==> src/hdl/rqfs_pkg.sv <==
`default_nettype none
// ----------------------------------------------------------------------------
// rqfs_pkg
// Types and constants shared by the ring queue with flow status.
// ----------------------------------------------------------------------------
package rqfs_pkg;

	localparam int DEPTH_DEF = 64;
	localparam int ENTRY_W   = 32;
	localparam int STATUS_W  = 3;
	localparam int COUNT_W   = 6;
	localparam int CFG_IDX_W = 2;

	typedef enum logic [STATUS_W-1:0] {
		ST_OK          = 3'd0,
		ST_FLOW_DOWN   = 3'd1,
		ST_NOT_ALLOC   = 3'd2,
		ST_WOULD_BLOCK = 3'd3,
		ST_PEER_GONE   = 3'd4
	} status_t;

	typedef enum logic {
		CMD_WRITE = 1'b0,
		CMD_READ  = 1'b1
	} cmd_t;

	typedef enum logic [CFG_IDX_W-1:0] {
		CFG_FLOW_DOWN = 2'd0,
		CFG_READ_ONLY = 2'd1,
		CFG_PEER_GONE = 2'd2
	} cfg_idx_t;

	typedef struct packed {
		logic wr_en;
		logic rd_en;
	} mem_ctl_t;

endpackage

`default_nettype wire

==> src/hdl/rqfs_ifs.sv <==
`default_nettype none
// ----------------------------------------------------------------------------
// rqfs interfaces
// Request, response and configuration channels with valid/ready.
// ----------------------------------------------------------------------------
interface rqfs_req_if;
	logic                          valid;
	logic                          ready;
	logic                          cmd;
	logic [rqfs_pkg::ENTRY_W-1:0]  entry_in;

	modport source (output valid, output cmd, output entry_in, input ready);
	modport sink   (input valid, input cmd, input entry_in, output ready);
endinterface

interface rqfs_rsp_if;
	logic                          valid;
	logic                          ready;
	logic [rqfs_pkg::STATUS_W-1:0] status;
	logic [rqfs_pkg::ENTRY_W-1:0]  entry_out;
	logic [rqfs_pkg::COUNT_W-1:0]  queued_count;

	modport source (output valid, output status, output entry_out, output queued_count,
		input ready);
	modport sink   (input valid, input status, input entry_out, input queued_count,
		output ready);
endinterface

interface rqfs_cfg_if;
	logic                           valid;
	logic                           ready;
	logic [rqfs_pkg::CFG_IDX_W-1:0] index;
	logic                           data;

	modport source (output valid, output index, output data, input ready);
	modport sink   (input valid, input index, input data, output ready);
endinterface

`default_nettype wire

==> src/hdl/rqfs_mem.sv <==
`default_nettype none
// ----------------------------------------------------------------------------
// rqfs_mem
// Slot storage: one write port, one read port with registered read data.
// ----------------------------------------------------------------------------
module rqfs_mem #(
	parameter int DEPTH = rqfs_pkg::DEPTH_DEF,
	parameter int PW    = $clog2(DEPTH)
) (
	input  wire                            clk,
	input  wire  rqfs_pkg::mem_ctl_t       ctl,
	input  wire  [PW-1:0]                  wr_addr,
	input  wire  [rqfs_pkg::ENTRY_W-1:0]   wr_data,
	input  wire  [PW-1:0]                  rd_addr,
	output logic [rqfs_pkg::ENTRY_W-1:0]   rd_data
);
	import rqfs_pkg::*;

	logic [ENTRY_W-1:0] slots [DEPTH];

	always_ff @(posedge clk) begin
		if (ctl.wr_en) begin
			slots[wr_addr] <= wr_data;
		end
	end

	always_ff @(posedge clk) begin
		if (ctl.rd_en) begin
			rd_data <= slots[rd_addr];
		end
	end

endmodule

`default_nettype wire

==> src/hdl/rqfs_ctrl.sv <==
`default_nettype none
// ----------------------------------------------------------------------------
// rqfs_ctrl
// Pointers, flow registers, status decision and the result register.
// ----------------------------------------------------------------------------
module rqfs_ctrl #(
	parameter int DEPTH = rqfs_pkg::DEPTH_DEF,
	parameter int PW    = $clog2(DEPTH)
) (
	input  wire                          clk,
	input  wire                          arst_n,
	rqfs_req_if.sink                     req,
	rqfs_rsp_if.source                   rsp,
	rqfs_cfg_if.sink                     cfg,
	output rqfs_pkg::mem_ctl_t           mem_ctl,
	output logic [PW-1:0]                head_addr,
	output logic [PW-1:0]                tail_addr,
	input  wire  [rqfs_pkg::ENTRY_W-1:0] rd_data
);
	import rqfs_pkg::*;

	localparam int CW = (PW > COUNT_W) ? PW : COUNT_W;
	localparam logic [PW-1:0] LAST = PW'(DEPTH - 1);

	logic [PW-1:0] head_q, tail_q, cnt_q;
	logic          flow_down_q, read_only_q, peer_gone_q;
	logic          rsp_valid_s1, rd_ok_s1;
	status_t       status_s1;
	logic [PW-1:0] cnt_s1;
	logic          take, full, empty, wr_ok, rd_ok;
	status_t       status_d;
	logic [PW-1:0] cnt_d;
	logic [CW-1:0] cnt_ext;

	assign take      = req.valid && req.ready;
	assign req.ready = !rsp_valid_s1 || rsp.ready;
	assign cfg.ready = 1'b1;

	assign full  = (cnt_q == LAST);
	assign empty = (head_q == tail_q);

	always_comb begin
		status_d = ST_OK;
		wr_ok    = 1'b0;
		rd_ok    = 1'b0;
		if (req.cmd == CMD_WRITE) begin
			if (flow_down_q) begin
				status_d = ST_FLOW_DOWN;
			end else if (read_only_q) begin
				status_d = ST_NOT_ALLOC;
			end else if (full) begin
				status_d = ST_WOULD_BLOCK;
			end else begin
				wr_ok = 1'b1;
			end
		end else begin
			if (!empty) begin
				rd_ok = 1'b1;
			end else if (flow_down_q) begin
				status_d = ST_FLOW_DOWN;
			end else if (peer_gone_q) begin
				status_d = ST_PEER_GONE;
			end else begin
				status_d = ST_WOULD_BLOCK;
			end
		end
	end

	always_comb begin
		cnt_d = cnt_q;
		if (wr_ok) begin
			cnt_d = cnt_q + PW'(1);
		end else if (rd_ok) begin
			cnt_d = cnt_q - PW'(1);
		end
	end

	assign mem_ctl.wr_en = take && wr_ok;
	assign mem_ctl.rd_en = take && rd_ok;
	assign head_addr     = head_q;
	assign tail_addr     = tail_q;

	always_ff @(posedge clk or negedge arst_n) begin
		if (!arst_n) begin
			head_q <= '0;
			tail_q <= '0;
			cnt_q  <= '0;
		end else if (take) begin
			if (wr_ok) begin
				head_q <= (head_q == LAST) ? '0 : head_q + PW'(1);
			end
			if (rd_ok) begin
				tail_q <= (tail_q == LAST) ? '0 : tail_q + PW'(1);
			end
			cnt_q <= cnt_d;
		end
	end

	always_ff @(posedge clk or negedge arst_n) begin
		if (!arst_n) begin
			flow_down_q <= 1'b0;
			read_only_q <= 1'b0;
			peer_gone_q <= 1'b0;
		end else if (cfg.valid && cfg.ready) begin
			case (cfg.index)
				CFG_FLOW_DOWN: flow_down_q <= cfg.data;
				CFG_READ_ONLY: read_only_q <= cfg.data;
				CFG_PEER_GONE: peer_gone_q <= cfg.data;
				default: ;
			endcase
		end
	end

	// result register
	always_ff @(posedge clk or negedge arst_n) begin
		if (!arst_n) begin
			rsp_valid_s1 <= 1'b0;
		end else if (req.ready) begin
			rsp_valid_s1 <= req.valid;
		end
	end

	always_ff @(posedge clk) begin
		if (take) begin
			status_s1 <= status_d;
			rd_ok_s1  <= rd_ok;
			cnt_s1    <= cnt_d;
		end
	end

	assign cnt_ext          = CW'(cnt_s1);
	assign rsp.valid        = rsp_valid_s1;
	assign rsp.status       = status_s1;
	assign rsp.entry_out    = rd_ok_s1 ? rd_data : '0;
	assign rsp.queued_count = cnt_ext[COUNT_W-1:0];

endmodule

`default_nettype wire

==> src/hdl/ring_queue_with_flow_status_unit.sv <==
`default_nettype none
// ----------------------------------------------------------------------------
// ring_queue_with_flow_status_unit
// Circular queue of buffer indices with flow, allocation and peer status.
// ----------------------------------------------------------------------------
// channel  dir  payload                              transfer
// req      in   cmd, entry_in                        valid && ready
// rsp      out  status, entry_out, queued_count      valid && ready
// cfg      in   index, data                          valid && ready
//
// one request per cycle while req.ready is high; each result appears in the cycle after its transfer
// the slot memory read port is registered and holds its data while a result waits
// req.ready drops only while a result waits and rsp.ready is low
// cfg is always ready; reset clears pointers and flow registers
// ----------------------------------------------------------------------------
module ring_queue_with_flow_status_unit #(
	parameter int DEPTH = rqfs_pkg::DEPTH_DEF
) (
	input  wire         clk,
	input  wire         arst_n,
	rqfs_req_if.sink    req,
	rqfs_rsp_if.source  rsp,
	rqfs_cfg_if.sink    cfg
);
	import rqfs_pkg::*;

	localparam int PW = $clog2(DEPTH);

	mem_ctl_t           mem_ctl;
	logic [PW-1:0]      head_addr, tail_addr;
	logic [ENTRY_W-1:0] rd_data;

	rqfs_ctrl #(
		.DEPTH (DEPTH),
		.PW    (PW)
	) u_ctrl (
		.clk       (clk),
		.arst_n    (arst_n),
		.req       (req),
		.rsp       (rsp),
		.cfg       (cfg),
		.mem_ctl   (mem_ctl),
		.head_addr (head_addr),
		.tail_addr (tail_addr),
		.rd_data   (rd_data)
	);

	rqfs_mem #(
		.DEPTH (DEPTH),
		.PW    (PW)
	) u_mem (
		.clk     (clk),
		.ctl     (mem_ctl),
		.wr_addr (head_addr),
		.wr_data (req.entry_in),
		.rd_addr (tail_addr),
		.rd_data (rd_data)
	);

endmodule

`default_nettype wire
==> src/flat_wrapper.sv <==
// flat-port wrapper written by rule: the top's interface ports become plain ports
module ring_queue_with_flow_status_unit_flat import rqfs_pkg::*;
#(
	parameter int DEPTH = rqfs_pkg::DEPTH_DEF
)
  (clk, arst_n, req_valid, req_cmd, req_entry_in, req_ready, rsp_valid, rsp_status, rsp_entry_out, rsp_queued_count, rsp_ready, cfg_valid, cfg_index, cfg_data, cfg_ready);
  rqfs_req_if req_i ();
  rqfs_rsp_if rsp_i ();
  rqfs_cfg_if cfg_i ();
  input  wire clk;
  input  wire arst_n;
  input wire logic [$bits(req_i.valid)-1:0] req_valid;
  input wire logic [$bits(req_i.cmd)-1:0] req_cmd;
  input wire logic [$bits(req_i.entry_in)-1:0] req_entry_in;
  output wire logic [$bits(req_i.ready)-1:0] req_ready;
  output wire logic [$bits(rsp_i.valid)-1:0] rsp_valid;
  output wire logic [$bits(rsp_i.status)-1:0] rsp_status;
  output wire logic [$bits(rsp_i.entry_out)-1:0] rsp_entry_out;
  output wire logic [$bits(rsp_i.queued_count)-1:0] rsp_queued_count;
  input wire logic [$bits(rsp_i.ready)-1:0] rsp_ready;
  input wire logic [$bits(cfg_i.valid)-1:0] cfg_valid;
  input wire logic [$bits(cfg_i.index)-1:0] cfg_index;
  input wire logic [$bits(cfg_i.data)-1:0] cfg_data;
  output wire logic [$bits(cfg_i.ready)-1:0] cfg_ready;
  assign req_i.valid = req_valid;
  assign req_i.cmd = req_cmd;
  assign req_i.entry_in = req_entry_in;
  assign req_ready = req_i.ready;
  assign rsp_valid = rsp_i.valid;
  assign rsp_status = rsp_i.status;
  assign rsp_entry_out = rsp_i.entry_out;
  assign rsp_queued_count = rsp_i.queued_count;
  assign rsp_i.ready = rsp_ready;
  assign cfg_i.valid = cfg_valid;
  assign cfg_i.index = cfg_index;
  assign cfg_i.data = cfg_data;
  assign cfg_ready = cfg_i.ready;
  ring_queue_with_flow_status_unit #(.DEPTH(DEPTH)) u_core (.clk(clk), .arst_n(arst_n), .req(req_i), .rsp(rsp_i), .cfg(cfg_i));
endmodule
==> config.mk <==
export PLATFORM = sky130hd
export DESIGN_NAME = ring_queue_with_flow_status_unit_flat
export DESIGN_NICKNAME = d
export VERILOG_FILES = /design/src/hdl/rqfs_pkg.sv /design/src/hdl/rqfs_ifs.sv /design/src/hdl/rqfs_mem.sv /design/src/hdl/rqfs_ctrl.sv /design/src/hdl/ring_queue_with_flow_status_unit.sv /design/src/flat_wrapper.sv
export SDC_FILE = /design/constraint.sdc
export NUM_CORES = 2
export LEC_CHECK = 0
export BUFFER_PORTS_ARGS = -buffer_cell sky130_fd_sc_hd__buf_2
export CELL_PAD_IN_SITES_DETAIL_PLACEMENT = 1
export CELL_PAD_IN_SITES_GLOBAL_PLACEMENT = 2
export CORE_ASPECT_RATIO = 1.75
export CORE_MARGIN = 1
export CORE_UTILIZATION = 50
export DETAILED_ROUTE_END_ITERATION = 10
export GPL_TIMING_DRIVEN = 0
export PLACE_DENSITY_LB_ADDON = 0.2
export SETUP_SLACK_MARGIN = 0.05
export SYNTH_ARGS = -nofsm -noshare
export SYNTH_HDL_FRONTEND = slang
export SYNTH_SLANG_ARGS = --single-unit
==> constraint.sdc <==
create_clock -name clk -period 4.19 [get_ports clk]
set_input_delay 0.2095 -clock clk [delete_from_list [all_inputs] [get_ports clk]]
set_output_delay 0.2095 -clock clk [all_outputs]
set_load 0.02 [all_outputs]
==> results.py <==
metrics = {
    "yosys": {
        "synth.avg_cell_area_um2": 22.8,
        "synth_edf_count": 2090,
        "synth_top_family_by_area": "multiplexers",
        "synth_nets": 3611,
        "yosysSeqAreaShare": 0.779,
        "ys_seq_elements": 2112,
        "ys_types": 55,
        "synth_xor_xnor_area_share": 0.00216,
        "synthAdderAreaFrac": 0.000616,
        "async_flop_share": 0.0104,
        "netlist_area_um2": 81200,
        "synth_ff_type": "edfxtp_1",
        "synth-simple-area-share": 0.0176,
        "synth_compound_area_frac": 0.0203,
        "syn_inst": 3566,
        "ys_warn_count": 0,
        "synth.area.mux_share": 0.167,
    },
    "clocking": {
        "cts_tree": "built",
        "numCtsBuffers": 188,
        "insertion_delay_ns": 0.84,
        "htreeDepth": 4,
        "path_clk_slew_ns": 0.07,
        "cts_num_sinks": 2112,
        "cts_root_buffer": "clkbuf_16",
        "clockBufferDepth": 4,
    },
    "placed_design": {
        "port_buffers": 82,
        "hpwl_um": 165000,
        "dpl_cell_area_um2": 86400,
        "placedCellCount": 5894,
        "gp_congestion": 0.884,
    },
    "timing": {
        "hold_violations": 6,
        "fin_ws_ns": -0.0980,
        "post-route-period-util": 1.02,
        "worstMarginPinSlew_ns": 1.54,
        "whs_ns": -0.00756,
        "worst_slew_margin_rel": -0.0256,
        "setup_viol": 1,
        "fin_worst_skew_ns": 0.0354,
        "fin_crit_ns": 4.29,
        "slew_viol_final": 65,
        "fmax_mhz": 233,
    },
    "layout": {
        "final_common_cell": "edfxtp_1",
        "design_area_um2": 93300,
        "final_cell_mix": "edfxtp_1 (2090), mux4_2 (514), clkbuf_16 (189)",
        "area_growth_pct": 14.9,
        "fin_util": 0.579,
        "final_nets": 4026,
        "final_cells": 6298,
        "layout-drive-gt1-share": 0.288,
    },
    "setup_path": {
        "cp-end-kind": "register",
        "crit_fanout": 10,
        "crit_start": "u_core.u_ctrl.tail_addr[1]$_DFFE_PN0P_",
        "rr_startpoint": "u_core.u_ctrl.tail_addr[1]$_DFFE_PN0P_",
        "cp.depth": 7,
        "crit_buf_inv": 3,
        "cpPeakStageDelay_ns": 0.92,
        "r2r-end": "u_core.u_mem.rd_data[26]$_DFFE_PP_",
        "startpoint_type": "register",
        "cp.arrival_ns": 4.81,
        "r2r_slack_ns": -0.1,
        "r2r_cells": 7,
        "crit_path_cell_trace": "buf_4 -> buf_2 -> clkdlybuf4s15_1 -> mux4_2 -> mux2_2 -> o21ai_0 -> a221oi_1",
        "critPathTopFamily": "buffers and inverters",
        "cp_slowest_cell": "o21ai_0",
        "path_class": "reg -> reg",
        "cp.required_ns": 4.71,
    },
    "hold_path": {
        "whs_path_depth": 1,
        "min_to": "u_core.u_mem.slots[18][23]$_DFFE_PP_",
        "min_from": "req_entry_in[23]",
        "hold_path_class": "in -> reg",
    },
    "floorplan": {
        "initial_core_util": 0.504,
        "dieWidth_um": 307,
        "io_pins": 85,
        "fp.dieH_um": 535,
        "core-area_um2": 161000,
        "die-area_um2": 164000,
        "row_count": 195,
    },
    "global_route": {
        "grt_pass1_wl_um": 333000,
        "overflow": 0,
        "grt_pass1_vias": 41400,
        "track_usage": 0.301,
        "grt_max_degree": 65,
        "antenna_found_initial": 11,
    },
    "status": {
        "failed_checks": "hold timing, capacitance limit, slew limit, setup timing",
        "status": "finished with violations",
    },
    "detailed_routing": {
        "drt_wl_total_um": 246000,
        "antenna_left": 0,
        "wire_per_inst_um": 39.1,
        "drc": 0,
        "vias_per_cell": 6.37,
        "drt-initial-drc-count": 4750,
        "via_count": 40100,
        "first_pass_iters": 5,
    },
    "run": {
        "drv_cap": 1,
    },
    "power": {
        "power.density_nw_per_um2": 612,
        "max-vdd-ir-drop_mv": 0.375,
        "p_leak_uw": 0.0290,
    },
}
[how the worst max path moves through the flow]
stage,endpoint,slack [ns]
final,u_core.u_mem.rd_data[26]$_DFFE_PP_,-0.1
after global routing,u_core.u_mem.slots[13][14]$_DFFE_PP_,-0.002
after CTS,u_core.u_mem.slots[51][22]$_DFFE_PP_,0.05
after detailed placement,u_core.u_mem.rd_data[17]$_DFFE_PP_,-0.77
after global placement,u_core.u_mem.slots[51][8]$_DFFE_PP_,-2.25
after floorplan,u_core.u_mem.slots[60][0]$_DFFE_PP_,0.64
[synth_stat cells, types with 2 or more instances]
cell type / instances / share of area
a21oi_1: 14 / 0.00086
and2_1: 39 / 0.0030
inv_1: 6 / 0.00028
and3_1: 16 / 0.0012
mux2i_1: 182 / 0.022
o31ai_1: 13 / 0.0012
buf_6: 22 / 0.0030
ha_1: 4 / 0.00062
nor2b_1: 21 / 0.0016
dfrtp_1: 22 / 0.0068
nand3_1: 13 / 0.00080
a2111oi_0: 25 / 0.0027
buf_4: 20 / 0.0018
nand3b_1: 5 / 0.00046
edfxtp_1: 2090 / 0.77
xor2_1: 10 / 0.0011
nand2b_1: 7 / 0.00054
buf_2: 56 / 0.0035
mux2_2: 13 / 0.0018
a21o_1: 2 / 0.00018
o2111ai_1: 2 / 0.00022
or2_2: 2 / 0.00015
nand4b_1: 9 / 0.00097
a211oi_1: 18 / 0.0017
a31oi_1: 14 / 0.0011
mux4_2: 514 / 0.14
xnor2_1: 10 / 0.0011
a22o_1: 9 / 0.00097
o22ai_1: 30 / 0.0023
buf_1: 23 / 0.0011
o211ai_1: 2 / 0.00018
a22oi_1: 58 / 0.0054
a221oi_1: 7 / 0.00075
nand2_1: 49 / 0.0023
nor2_1: 108 / 0.0050
nand4_1: 3 / 0.00023
nor3_1: 13 / 0.00080
clkbuf_1: 75 / 0.0035
o21ai_0: 24 / 0.0015
[sequential cells by signal, indices dropped and copies added (netlist names)]
register,cells
u_core.u_mem.slots,2048
u_core.u_mem.rd_data,32
u_core.u_ctrl.cnt_q,6
u_core.u_ctrl.head_addr,6
u_core.u_ctrl.rsp.queued_count,6
u_core.u_ctrl.tail_addr,6
u_core.u_ctrl.rsp.status,3
u_core.u_ctrl.flow_down_q,1
u_core.u_ctrl.peer_gone_q,1
u_core.u_ctrl.rd_ok_s1,1
u_core.u_ctrl.read_only_q,1
u_core.u_ctrl.rsp.valid,1
[timing repair]
action,CTS,global route
endpoints found under the setup margin,28,227
setup buffers,3,49
pin swaps,1,17
endpoints found under the hold margin,31,10
gates resized for setup,9,0
hold buffers,12,2
[layout make-up]
type | count | area, um2
Antenna cell | 8 | 20.0
Buffer | 194 | 1050
Clock buffer | 220 | 4850
Clock inverter | 112 | 1080
Fill cell | 13400 | 68000
Inverter | 6 | 22.5
Multi-Input combinational cell | 1252 | 17400
Sequential cell | 2112 | 63300
Tap cell | 2167 | 2710
Timing Repair Buffer | 227 | 2870
[worst reg2reg max path, cell delays in order (launching register included)]
cell and delay [ns]:
dfrtp_1 0.36, buf_4 0.30, buf_2 0.48, clkdlybuf4s15_1 0.91, mux4_2 0.44, mux2_2 0.29
o21ai_0 0.92, a221oi_1 0.27
[routing by layer]
metal / track usage / wire length (um) / vias to the layer above
met4: 0.174 / 15800 / 6
met2: 0.536 / 131000 / 1904
met5: 0 / 37 / -
li1: - / - / 16000
met3: 0.0405 / 15800 / 500
met1: 0.348 / 84000 / 21800
[through the flow]
step,TNS (ns),setup WS (ns),total power (uW)
after floorplan,0,0.638,33700
after global placement,-3782.47,-2.25,40100
final,-0.0980,-0.0980,57100
after CTS,0,0.0539,57400
after global routing,-0.00483,-0.00174,58400
after detailed placement,-3.63,-0.767,40300
[cell families after synthesis]
kind of cell	after synthesis
compound gates	228
xor+xnor	20
fa+ha+maj	4
buf+inv	202
flops	2112
mux	709
other cells	1
simple gates	290
[power breakdown]
group	switching [uW]	internal, uW	leakage (uW)	total (uW)
registers	123	23600	0.0191	23700
clock network	7720	9510	0.00288	17200
logic	9860	6340	0.00711	16200
No activity file was read; power rests on OpenSTA's default activity.
